File: config.mk
export PLATFORM = sky130hd
export DESIGN_NAME = xorshift1024_star_generator
export DESIGN_NICKNAME = d
export VERILOG_FILES = /design/src/rtl/xs1024s_pkg.sv /design/src/rtl/xorshift1024_star_generator.sv /design/src/rtl/xs1024s_ram.sv /design/src/rtl/xs1024s_mul.sv
export SDC_FILE = /design/constraint.sdc
export NUM_CORES = 2
export LEC_CHECK = 0
export BUFFER_PORTS_ARGS = -buffer_cell sky130_fd_sc_hd__buf_2
export CORE_MARGIN = 3
export CORE_UTILIZATION = 50
export CTS_CLUSTER_SIZE = 16
export DETAILED_ROUTE_END_ITERATION = 6
export HOLD_SLACK_MARGIN = 0.15
export PLACE_DENSITY = 0.75
export REMOVE_ABC_BUFFERS = 1
export SKIP_LAST_GASP = 1
export SLEW_MARGIN = 10
export SYNTH_ARGS = -nofsm -noshare
export SYNTH_HDL_FRONTEND = slang
export SYNTH_SLANG_ARGS = --single-unit
File: constraint.sdc
create_clock -name aclk -period 8.78 [get_ports aclk]
set_clock_uncertainty 0.15 [all_clocks]
set_input_delay 0.439 -clock aclk [delete_from_list [all_inputs] [get_ports aclk]]
set_output_delay 0.439 -clock aclk [all_outputs]
set_load 0.05 [all_outputs]
File: src/rtl/xs1024s_pkg.sv
`default_nettype none
// ----------------------------------------------------------------------------
// xs1024s_pkg
// Shared constants and mixing functions of the xorshift1024* generator.
// ----------------------------------------------------------------------------
package xs1024s_pkg;

    localparam int RING_DEPTH = 16;
    localparam int RING_AW    = 4;
    localparam int WORD_W     = 64;

    localparam logic [63:0] FMIX_MUL_A = 64'hff51_afd7_ed55_8ccd;
    localparam logic [63:0] FMIX_MUL_B = 64'hc4ce_b9fe_1a85_ec53;
    localparam logic [63:0] XS64_MUL   = 64'd2685821657736338717;
    localparam logic [63:0] XS1024_MUL = 64'd1181783497276652981;

    // Operation codes carried in tuser
    localparam logic OP_NEXT = 1'b0;
    localparam logic OP_SEED = 1'b1;

    // Finalizer shift-xor step
    function automatic logic [63:0] fmix_xor(input logic [63:0] v);
        fmix_xor = v ^ (v >> 33);
    endfunction

    // xorshift64* shift stage ahead of its multiply
    function automatic logic [63:0] xs64_pre(input logic [63:0] v);
        logic [63:0] t;
        t = v ^ (v >> 12);
        t = t ^ (t << 25);
        t = t ^ (t >> 27);
        xs64_pre = t;
    endfunction

    // xorshift1024 combine of the old word a and the new word b
    function automatic logic [63:0] xs1024_mix(input logic [63:0] a, input logic [63:0] b);
        logic [63:0] tb;
        tb = b ^ (b << 31);
        tb = tb ^ (tb >> 11);
        xs1024_mix = (a ^ (a >> 30)) ^ tb;
    endfunction

endpackage
`default_nettype wire

File: src/rtl/xorshift1024_star_generator.sv
`default_nettype none
// ----------------------------------------------------------------------------
// xorshift1024_star_generator
// xorshift1024* generator with a RAM-held state ring and a shared multiplier.
// ----------------------------------------------------------------------------
// Usage:
//   Slave channel: s_tuser selects the operation (0 = next word, 1 = reseed),
//   s_tdata carries the seed. A reseed transaction gives no result.
//   Master channel: m_tdata carries one 64-bit random word per next request.
//   A next request passes through the ring RAM read, the write-back of the
//   mix and the multiply (one 32 x 32 partial product per cycle) before its
//   word is loaded into the output register; the block takes a new
//   transaction only once that word has reached the output register.
//   A reseed runs 20 multiplies, during which s_tready is low; the ring is
//   refilled word 0 first.
//   Reset: ring words read as zero through per-entry valid flags, position
//   zero, no result pending. The generator outputs zero until reseeded.
//   Stall: a finished word waits in the output register until m_tready; a
//   new transaction is still accepted meanwhile, and a second word waits in
//   the multiplier until the output register frees.
// ----------------------------------------------------------------------------
module xorshift1024_star_generator
    import xs1024s_pkg::*;
(
    input  wire logic        aclk,
    input  wire logic        aresetn,
    input  wire logic        s_tvalid,
    output logic             s_tready,
    input  wire logic [63:0] s_tdata,   // [63:0] seed_value
    input  wire logic        s_tuser,   // [0] op
    output logic             m_tvalid,
    input  wire logic        m_tready,
    output logic [63:0]      m_tdata    // [63:0] random_word
);

    typedef enum logic [2:0] {
        ST_IDLE,
        ST_MIX,
        ST_NEXT_MUL,
        ST_FINISH,
        ST_FMIX,
        ST_FILL
    } state_t;

    state_t                 state_reg;
    logic [RING_AW-1:0]     pos_reg;
    logic [RING_AW-1:0]     fill_reg;
    logic [1:0]             phase_reg;
    logic [RING_DEPTH-1:0]  valid_reg;
    logic [WORD_W-1:0]      cur_reg;
    logic                   start_reg;
    logic [WORD_W-1:0]      mul_a_reg;
    logic [WORD_W-1:0]      mul_b_reg;
    logic                   m_tvalid_reg;
    logic [WORD_W-1:0]      m_tdata_reg;

    logic                   ram_we;
    logic [RING_AW-1:0]     ram_waddr;
    logic [WORD_W-1:0]      ram_wdata;
    logic [RING_AW-1:0]     ram_raddr;
    logic [WORD_W-1:0]      ram_rdata;

    logic                   mul_done;
    logic [WORD_W-1:0]      mul_product;

    logic [RING_AW-1:0]     new_pos;
    logic [WORD_W-1:0]      new_word;
    logic [WORD_W-1:0]      mix_word;
    logic [WORD_W-1:0]      fmix_prod;
    logic [1:0]             phase_next;
    logic                   out_free;
    logic                   out_load;

    assign new_pos   = pos_reg + 1'b1;
    assign ram_raddr = new_pos;
    assign new_word  = valid_reg[new_pos] ? ram_rdata : '0;
    assign mix_word  = xs1024_mix(cur_reg, new_word);
    assign fmix_prod = fmix_xor(mul_product);
    assign phase_next = phase_reg + 2'd1;
    assign out_free  = !m_tvalid_reg || m_tready;
    assign out_load  = out_free &&
                       ((state_reg == ST_NEXT_MUL && mul_done) || state_reg == ST_FINISH);

    always_comb begin
        ram_we    = 1'b0;
        ram_waddr = new_pos;
        ram_wdata = mix_word;
        if (state_reg == ST_MIX) begin
            ram_we = 1'b1;
        end else if (state_reg == ST_FILL && mul_done) begin
            ram_we    = 1'b1;
            ram_waddr = fill_reg;
            ram_wdata = mul_product;
        end
    end

    xs1024s_ram #(
        .WIDTH(WORD_W),
        .DEPTH(RING_DEPTH)
    ) u_ring (
        .aclk (aclk),
        .we   (ram_we),
        .waddr(ram_waddr),
        .wdata(ram_wdata),
        .raddr(ram_raddr),
        .rdata(ram_rdata)
    );

    xs1024s_mul u_mul (
        .aclk   (aclk),
        .aresetn(aresetn),
        .start  (start_reg),
        .op_a   (mul_a_reg),
        .op_b   (mul_b_reg),
        .done   (mul_done),
        .product(mul_product)
    );

    always_ff @(posedge aclk) begin
        if (!aresetn) begin
            state_reg    <= ST_IDLE;
            pos_reg      <= '0;
            fill_reg     <= '0;
            phase_reg    <= 2'd0;
            valid_reg    <= '0;
            cur_reg      <= '0;
            start_reg    <= 1'b0;
            m_tvalid_reg <= 1'b0;
        end else begin
            // load a finished word, or drop the one just taken
            if (out_load) begin
                m_tvalid_reg <= 1'b1;
                m_tdata_reg  <= mul_product;
            end else if (m_tvalid_reg && m_tready) begin
                m_tvalid_reg <= 1'b0;
            end
            case (state_reg)
                ST_IDLE: begin
                    if (s_tvalid && s_tuser == OP_SEED) begin
                        start_reg <= 1'b1;
                        mul_a_reg <= fmix_xor(s_tdata);
                        mul_b_reg <= FMIX_MUL_A;
                        phase_reg <= 2'd0;
                        state_reg <= ST_FMIX;
                    end else begin
                        start_reg <= 1'b0;
                        if (s_tvalid) begin
                            state_reg <= ST_MIX;
                        end
                    end
                end
                ST_MIX: begin
                    // write back the mix, keep it as the word at the position
                    valid_reg[new_pos] <= 1'b1;
                    cur_reg            <= mix_word;
                    pos_reg            <= new_pos;
                    start_reg          <= 1'b1;
                    mul_a_reg          <= mix_word;
                    mul_b_reg          <= XS1024_MUL;
                    state_reg          <= ST_NEXT_MUL;
                end
                ST_NEXT_MUL: begin
                    start_reg <= 1'b0;
                    if (mul_done) begin
                        state_reg <= out_free ? ST_IDLE : ST_FINISH;
                    end
                end
                ST_FINISH: begin
                    // hold the product until the output register frees
                    start_reg <= 1'b0;
                    if (out_free) begin
                        state_reg <= ST_IDLE;
                    end
                end
                ST_FMIX: begin
                    start_reg <= mul_done;
                    if (mul_done) begin
                        if (phase_reg == 2'd3) begin
                            mul_a_reg <= xs64_pre(fmix_prod);
                            mul_b_reg <= XS64_MUL;
                            fill_reg  <= '0;
                            state_reg <= ST_FILL;
                        end else begin
                            phase_reg <= phase_next;
                            // second round opens right after the first one's closing xor
                            mul_a_reg <= (phase_next == 2'd2) ? fmix_xor(fmix_prod) : fmix_prod;
                            mul_b_reg <= phase_next[0] ? FMIX_MUL_B : FMIX_MUL_A;
                        end
                    end
                end
                ST_FILL: begin
                    start_reg <= mul_done && (fill_reg != RING_AW'(RING_DEPTH - 1));
                    if (mul_done) begin
                        valid_reg[fill_reg] <= 1'b1;
                        if (fill_reg == pos_reg) begin
                            cur_reg <= mul_product;
                        end
                        if (fill_reg == RING_AW'(RING_DEPTH - 1)) begin
                            state_reg <= ST_IDLE;
                        end else begin
                            fill_reg  <= fill_reg + 1'b1;
                            mul_a_reg <= xs64_pre(mul_product);
                            mul_b_reg <= XS64_MUL;
                        end
                    end
                end
                default: begin
                    start_reg <= 1'b0;
                    state_reg <= ST_IDLE;
                end
            endcase
        end
    end

    assign s_tready = (state_reg == ST_IDLE);
    assign m_tvalid = m_tvalid_reg;
    assign m_tdata  = m_tdata_reg;

endmodule
`default_nettype wire

File: src/rtl/xs1024s_ram.sv
`default_nettype none
// ----------------------------------------------------------------------------
// xs1024s_ram
// Generic single-write, single-read RAM with a registered read port.
// ----------------------------------------------------------------------------
module xs1024s_ram #(
    parameter int WIDTH = 64,
    parameter int DEPTH = 16
) (
    input  wire logic                     aclk,
    input  wire logic                     we,
    input  wire logic [$clog2(DEPTH)-1:0] waddr,
    input  wire logic [WIDTH-1:0]         wdata,
    input  wire logic [$clog2(DEPTH)-1:0] raddr,
    output logic      [WIDTH-1:0]         rdata
);

    logic [WIDTH-1:0] mem [DEPTH];

    always_ff @(posedge aclk) begin
        if (we) begin
            mem[waddr] <= wdata;
        end
        rdata <= mem[raddr];
    end

endmodule
`default_nettype wire

File: src/rtl/xs1024s_mul.sv
`default_nettype none
// ----------------------------------------------------------------------------
// xs1024s_mul
// Low 64 bits of a 64 x 64 product, one 32 x 32 partial product per cycle.
// ----------------------------------------------------------------------------
module xs1024s_mul
    import xs1024s_pkg::*;
(
    input  wire logic        aclk,
    input  wire logic        aresetn,
    input  wire logic        start,
    input  wire logic [63:0] op_a,
    input  wire logic [63:0] op_b,
    output logic             done,
    output logic [63:0]      product
);

    logic [63:0] a_reg;
    logic [63:0] b_reg;
    logic [63:0] acc_reg;
    logic [1:0]  step_reg;
    logic        busy_reg;
    logic        done_reg;

    logic [31:0] mx;
    logic [31:0] my;
    logic [63:0] pp;

    // lo*lo, then lo*hi and hi*lo folded into the upper half
    always_comb begin
        case (step_reg)
            2'd0:    begin mx = a_reg[31:0];  my = b_reg[31:0];  end
            2'd1:    begin mx = a_reg[31:0];  my = b_reg[63:32]; end
            2'd2:    begin mx = a_reg[63:32]; my = b_reg[31:0];  end
            default: begin mx = a_reg[31:0];  my = b_reg[31:0];  end
        endcase
    end

    assign pp = mx * my;

    always_ff @(posedge aclk) begin
        if (!aresetn) begin
            busy_reg <= 1'b0;
            done_reg <= 1'b0;
            step_reg <= 2'd0;
        end else begin
            done_reg <= !start && busy_reg && (step_reg == 2'd2);
            if (start) begin
                a_reg    <= op_a;
                b_reg    <= op_b;
                step_reg <= 2'd0;
                busy_reg <= 1'b1;
            end else if (busy_reg) begin
                if (step_reg == 2'd0) begin
                    acc_reg <= pp;
                end else begin
                    acc_reg <= {acc_reg[63:32] + pp[31:0], acc_reg[31:0]};
                end
                if (step_reg == 2'd2) begin
                    busy_reg <= 1'b0;
                end
                step_reg <= step_reg + 2'd1;
            end
        end
    end

    assign done    = done_reg;
    assign product = acc_reg;

endmodule
`default_nettype wire

Word level (Yosys, flattened, before mapping)

Memories as Yosys holds them, arrays and structs flattened. A register that Yosys moved wholly into a read port is not among the register bits.
Cells that the tools add are included.
W data, S select, Z words.

Flip-flop bits (word level): 483
Word-level logic and storage cells: 164
Bits of input ports: 69
Memories: 1
Bits in writable memories: 1,024

Order comparisons: 4
Equality and inequality tests: 23
Muxes and demuxes: 63
Reductions and logical operators: 32
Multipliers: 1
Add/subtract/negate cells: 5
Bitwise gates (word level): 17

Memories:

| name       | words | width | read ports | clocked after memory_dff | wr ports | line              | RTL |
|---|---|---|---|---|---|---|---|
| u_ring.mem | 16    | 64    | 1          | 1                        | 1        | xs1024s_ram.sv:18 | `logic [WIDTH-1:0] mem [DEPTH];` |

Operators by type and width:

| kind                  | count |
|---|---|
| $mux W64              | 17 |
| $pmux W64 S4          | 2 |
| $xor A64 B64 Y64      | 4 |
| $xor A64 B31 Y64      | 3 |
| $pmux W64 S2          | 1 |
| $xor A64 B37 Y64      | 2 |
| $xor A64 B52 Y64      | 2 |
| $mul A32 B32 Y64      | 1 |
| $mux W32              | 2 |
| $xor A64 B34 Y64      | 1 |
| $xor A64 B53 Y64      | 1 |
| $mux W62              | 1 |
| $add A32 B32 Y32      | 1 |
| $or A16 B16 Y16       | 2 |
| $pmux W16 S2          | 1 |
| $mux W3               | 8 |
| $mux W4               | 6 |
| $pmux W3 S6           | 1 |
| $mux W16              | 1 |
| $mux W1               | 13 |
| $ne A2 B1 Y1 const B  | 6 |
| $logic_and A1 B1 Y1   | 10 |
| $lt A4 B5 Y1 const B  | 2 |
| $add A4 B1 Y4 const B | 2 |
| other kinds (32)      | 55 |

Depth between registers and ports, before layout

Depth in word-level cells: 9
Mapped depth: 42
Depth with buffers taken out: 38

By module

Synthesis repeated with hierarchy kept, for this count alone.

Cell total of the unflattened synthesis: 7,938
Area, all modules: 98,162.9 um^2

By module, submodules not included:

| module                      | cells each | times used | sequential area each (um^2) | area each (um^2) |
|---|---|---|---|---|
| xs1024s_mul                 | 4,331      | 1          | 5,845.6                     | 41,295.9 |
| xs1024s_ram                 | 1,647      | 1          | 32,030.7                    | 39,583.0 |
| xorshift1024_star_generator | 1,960      | 1          | 6,165.9                     | 17,284.1 |

Worst setup path before layout

Ideal clock, no wire load.

Path kind: register to register
From: register u_mul.step_reg[0]
To: register u_mul.acc_reg[63], in the netlist u_mul.product[63] (data pin)
Arrival: 9.367 ns
Setup time: 0.176 ns
Period minus slack after synthesis: 9.693 ns
Stages on the path, launching flop included: 38
Setup slack: -0.913 ns
Path buffers: 4
Cell sequence: dfxtp_1 > inv_1 > ha_1 > clkbuf_1 > clkbuf_1 > mux2i_1 > clkbuf_1 > clkbuf_1 > nor2_1 > fa_1 > fa_1 > inv_1 > fa_1 > fa_1 > inv_1 > ha_1 > ha_1 > fa_1 > [2 not listed] > inv_1 > ha_1 > and3_1 > a2111oi_2 > a31oi_4 > nor2b_1 > o21ai_0 > xor2_1 > ha_1 > a21o_1 > o21a_1 > a311oi_1 > o211ai_1 > o221a_2 > o21ai_1 > a21o_1 > a211oi_1 > nor4_1

Longest elaborated chain between the ends: 5
Elaborated cells between the ends (all ways): 8
Those cells by class: add/sub: 1; mul: 1; eq/ne: 2; mux: 3; reduce/logical: 1

Ends and longest elaborated chain:

| what                                         | line              | RTL |
|---|---|---|
| start, declared                              | xs1024s_mul.sv:21 | `logic [1:0] step_reg;` |
| start signal, assigned                       | xs1024s_mul.sv:62 | `step_reg <= step_reg + 2'd1;` |
| $eq A2 B2 Y1 or $eq A2 B1 Y1 (tied branches) | xs1024s_mul.sv:31 | `case (step_reg)` |
| $mux W32                                     | xs1024s_mul.sv:31 |  |
| $mul A32 B32 Y64 *                           | xs1024s_mul.sv:39 | `assign pp = mx * my;` |
| net u_mul.pp[19]                             | xs1024s_mul.sv:27 | `logic [63:0] pp;` |
| $add A32 B32 Y32 *                           | xs1024s_mul.sv:57 | `acc_reg <= {acc_reg[63:32] + pp[31:0], acc_reg[31:0]};` |
| $mux W64 *                                   | xs1024s_mul.sv:54 | `if (step_reg == 2'd0) begin` |
| end signal, assigned                         | xs1024s_mul.sv:55 | `acc_reg <= pp;` |
| end signal, assigned                         | xs1024s_mul.sv:57 |  |
| end, declared                                | xs1024s_mul.sv:20 | `logic [63:0] acc_reg;` |

The timed path passes the listed nets; every way through them passes the cells marked *.
A chain may end at the register's enable or synchronous reset.

Worst setup path in the final report

From: register u_mul.step_reg[0]
To: register u_mul.acc_reg[58], in the netlist u_mul.product[58] (data pin)

Same word-level chain as after synthesis.

==> key figures <==
Critical path
  – Req. time, crit path: 9.19 ns
  – CP bufs+invs: 15
  – Crit path DAT: about 9.6 ns
  – CP Depth: 41
  – Crit path max fanout: 17
  – Reg2Reg Depth: a little over 40
  – CP most frequent cell: buf_4
  – Critical Path Source Type: register
  – Critical Path Max Stage Delay: 0.59 ns
  – CP max stage cell: fa_1
  – Worst path top cell family by delay: adder cells
  – CP Class: reg2reg
  – FF-to-FF End: u_mul.product[58]$_DFFE_PP_
  – Reg2Reg Launch Point: u_mul.step_reg[0]$_SDFFE_PN0P_
  – Crit. End Element: register
  – Flop2flop setup slack: -0.41 ns
  – Worst setup startpoint: u_mul.step_reg[0]$_SDFFE_PN0P_
  – CP endpoint: u_mul.product[58]$_DFFE_PP_

Drt
  – TritonRoute pass-1 iters: 5
  – Post-DRT Antenna Nets: 0
  – DRC Markers: 0
  – Drt via density: just over 6
  – Starting DRT DRC Count: slightly above 7k
  – Routed WL: between 300 and 400 mm
  – DR WL/cell: a little over 30 um
  – Detailed-route via count: ~67k

Final layout
  – Max reg flops: 1,024
  – Layout area overhead: 18.1%
  – Fill cells: approximately 14k
  – Most flop-heavy register: u_ring.mem
  – Most frequent cells in the layout: edfxtp_1 (1,308), inv_1 (877), fa_1 (842), buf_4 (789), nand2_1 (756)
  – Share of cells above drive strength 1: between 20% and 30%
  – Finished Core Util: approximately three fifths
  – Sequential Area: between 40,000 and 50,000 um2
  – Commonest non-fill, non-tap cell in the layout: edfxtp_1
  – Area of the multi-input gates: ~49,000 um2
  – Nets: a little under 10k

Logic synthesis
  – Top_reg_cell synth: edfxtp_1
  – Yosys top cell by area: edfxtp_1
  – Post-synthesis cell count: roughly 7.6k
  – Ys Warns: 0
  – Yosys top cell area share: between 40% and 50%
  – Flops & latches, synth: 1,471
  – Ys async rst share: 0%
  – Most area-consuming cells after synthesis: edfxtp_1 (41%), fa_1 (19%), mux4_2 (7.7%)
  – Synth unique cells: 93
  – Sequential share of the synthesized area: about 45%
  – Synthesized area: approximately 95,000 um2
  – Avg Cell Area, Syn: ~12 um2
  – EDFF count, synth: around 1.3k

Timing
  – # setup viols final: 14
  – Least-Margin Pin Slew: 1.31 ns
  – Min Clock Period, post-route: slightly above 9 ns
  – RSZ-0062 raised after global routing: yes
  – Peak Freq: 0.109 GHz
  – Post-route clock period utilization: 105%
  – Fin worst setup slack: -0.407 ns
  – Worst rel slew slack: between 10% and 20%
  – Hold Violations, Final: 0
  – Max Slew Vio Count: 0

Placed design
  – PortBufs: about 130
  – Post-DP HPWL: approximately 240 mm
  – Routability cong.: about 1.0

Clocking
  – Worst-path clk slew: ~0.070 ns
  – Total CTS buffers: 136
  – # clock sinks: 1,471
  – CTS root buf: clkbuf_16
  – Clk buf depth: 3
  – Clock latency on the worst-skew pair: roughly 0.82 ns
  – Max H-tree Level: 4
  – CTS tree: built

Die
  – Row count: around 160
  – DIE AREA: 195,000 um2
  – Core Region: roughly 190,000 um2
  – Starting Density: just over 50%
  – Die H: 442 um
  – # IOs: ~140
  – Die Wd: around 440 um

Global route
  – Largest net degree at the start of global routing: around 150
  – Total GRT Usage: between 30% and 40%
  – Via count of the first global-routing pass: roughly 70k
  – Global route overflow: 0
  – First-pass GRT wire length: a little under 500 mm
  – Initial antenna violation count: 18

Min path
  – Path category of the worst min-delay check: in2reg
  – Hold Crit Start: s_tdata[27]

Status
  – Outcome: finished with violations
  – Failing checks: negative setup slack

Flow run
  – Max Cap Viol: 0
-- worst min-delay path by stage --
stage	endpoint	slack, ns	cells past startpoint
after floorplan	u_mul.a_reg[0]$_DFFE_PP_	0.25	0
after global placement	u_mul.a_reg[21]$_DFFE_PP_	0.25	0
after detailed placement	u_mul.a_reg[26]$_DFFE_PP_	0.25	0
after CTS	mul_a_reg[13]$_DFFE_PP_	0.16	4
after global routing	mul_a_reg[31]$_DFFE_PP_	0.16	3
final	mul_a_reg[27]$_DFFE_PP_	0.18	3
-- cells in the mapped netlist (all sizes together), types with 61 or more instances --
cell	count
nand2	785
a21o	68
nor2	773
inv	931
edfxtp	1308
ha	309
xor2	185
fa	897
o21ai	173
clkbuf	337
mux4	325
nor3	61
a21oi	257
buf	84
dfxtp	163
xnor2	319
-- per-layer routing --
metal  part of all wire (%)  wire (um)  GRT usage, %  vias to the layer above
met2                     48     159000          55.7                     4197
met1                     35     116000          41.6                    34000
met3                    9.5      31700          6.88                     1062
met5                  0.030        101             0                        -
met4                    7.7      25700          21.4                       14
li1                       -          -             -                    27500
-- cell type report --
cell class / instances / area share [%]
Multi-Input combinational cell: 4769 / 44.1
Sequential cell: 1471 / 37.9
Timing Repair Buffer: 1090 / 7.84
Clock buffer: 183 / 3.35
Inverter: 947 / 3.19
Tap cell: 2495 / 2.78
Clock inverter: 65 / 0.764
Antenna cell: 9 / 0.0201
-- per-stage QoR --
stage          TNS, ns  hold WS (ns)  area [um2]  setup slack [ns]  instances
6_report         -3.01         0.180      112000            -0.407      11000
5_1_grt          -7.12         0.165      112000            -0.631      11000
4_1_cts          -2.47         0.155      111000            -0.285      11000
3_5_place_dp    -14.74         0.255      104000            -0.952      10600
3_3_place_gp    -14.72         0.253      104000            -0.921      10600
2_1_floorplan        -         0.250       93300            -13.43       7187
-- worst min-delay path, delay by kind of cell --
kind,cells,cell delay (ns)
buffers and inverters,1,0.09
AO/OA/AOI/OAI,1,0.29
XOR/XNOR,1,0.15
-- logic make-up after synthesis --
logic type | count (synthesis) | share of synthesized area, %
buffers and inverters | 1368 | 5.50
adder cells (fa/ha/maj) | 1206 | 23.0
AO/OA/AOI/OAI | 856 | 5.97
flip-flops | 1471 | 44.8
XOR/XNOR | 505 | 4.69
multiplexers | 374 | 8.25
AND/OR/NAND/NOR | 1828 | 7.82
-- timing repair --
action | 4_1_cts | 5_1_grt
gates resized for setup | 289 | 274
cloned | 1 | 0
setup buffers | 35 | 49
hold buffers | 60 | 0
endpoints found under the hold margin | 80 | 0
pin swaps | 129 | 150
setup endpoints to repair | 32 | 31
Power is not shown: default switching activity piles up to over one toggle a cycle in this logic, so the estimate is an artifact.
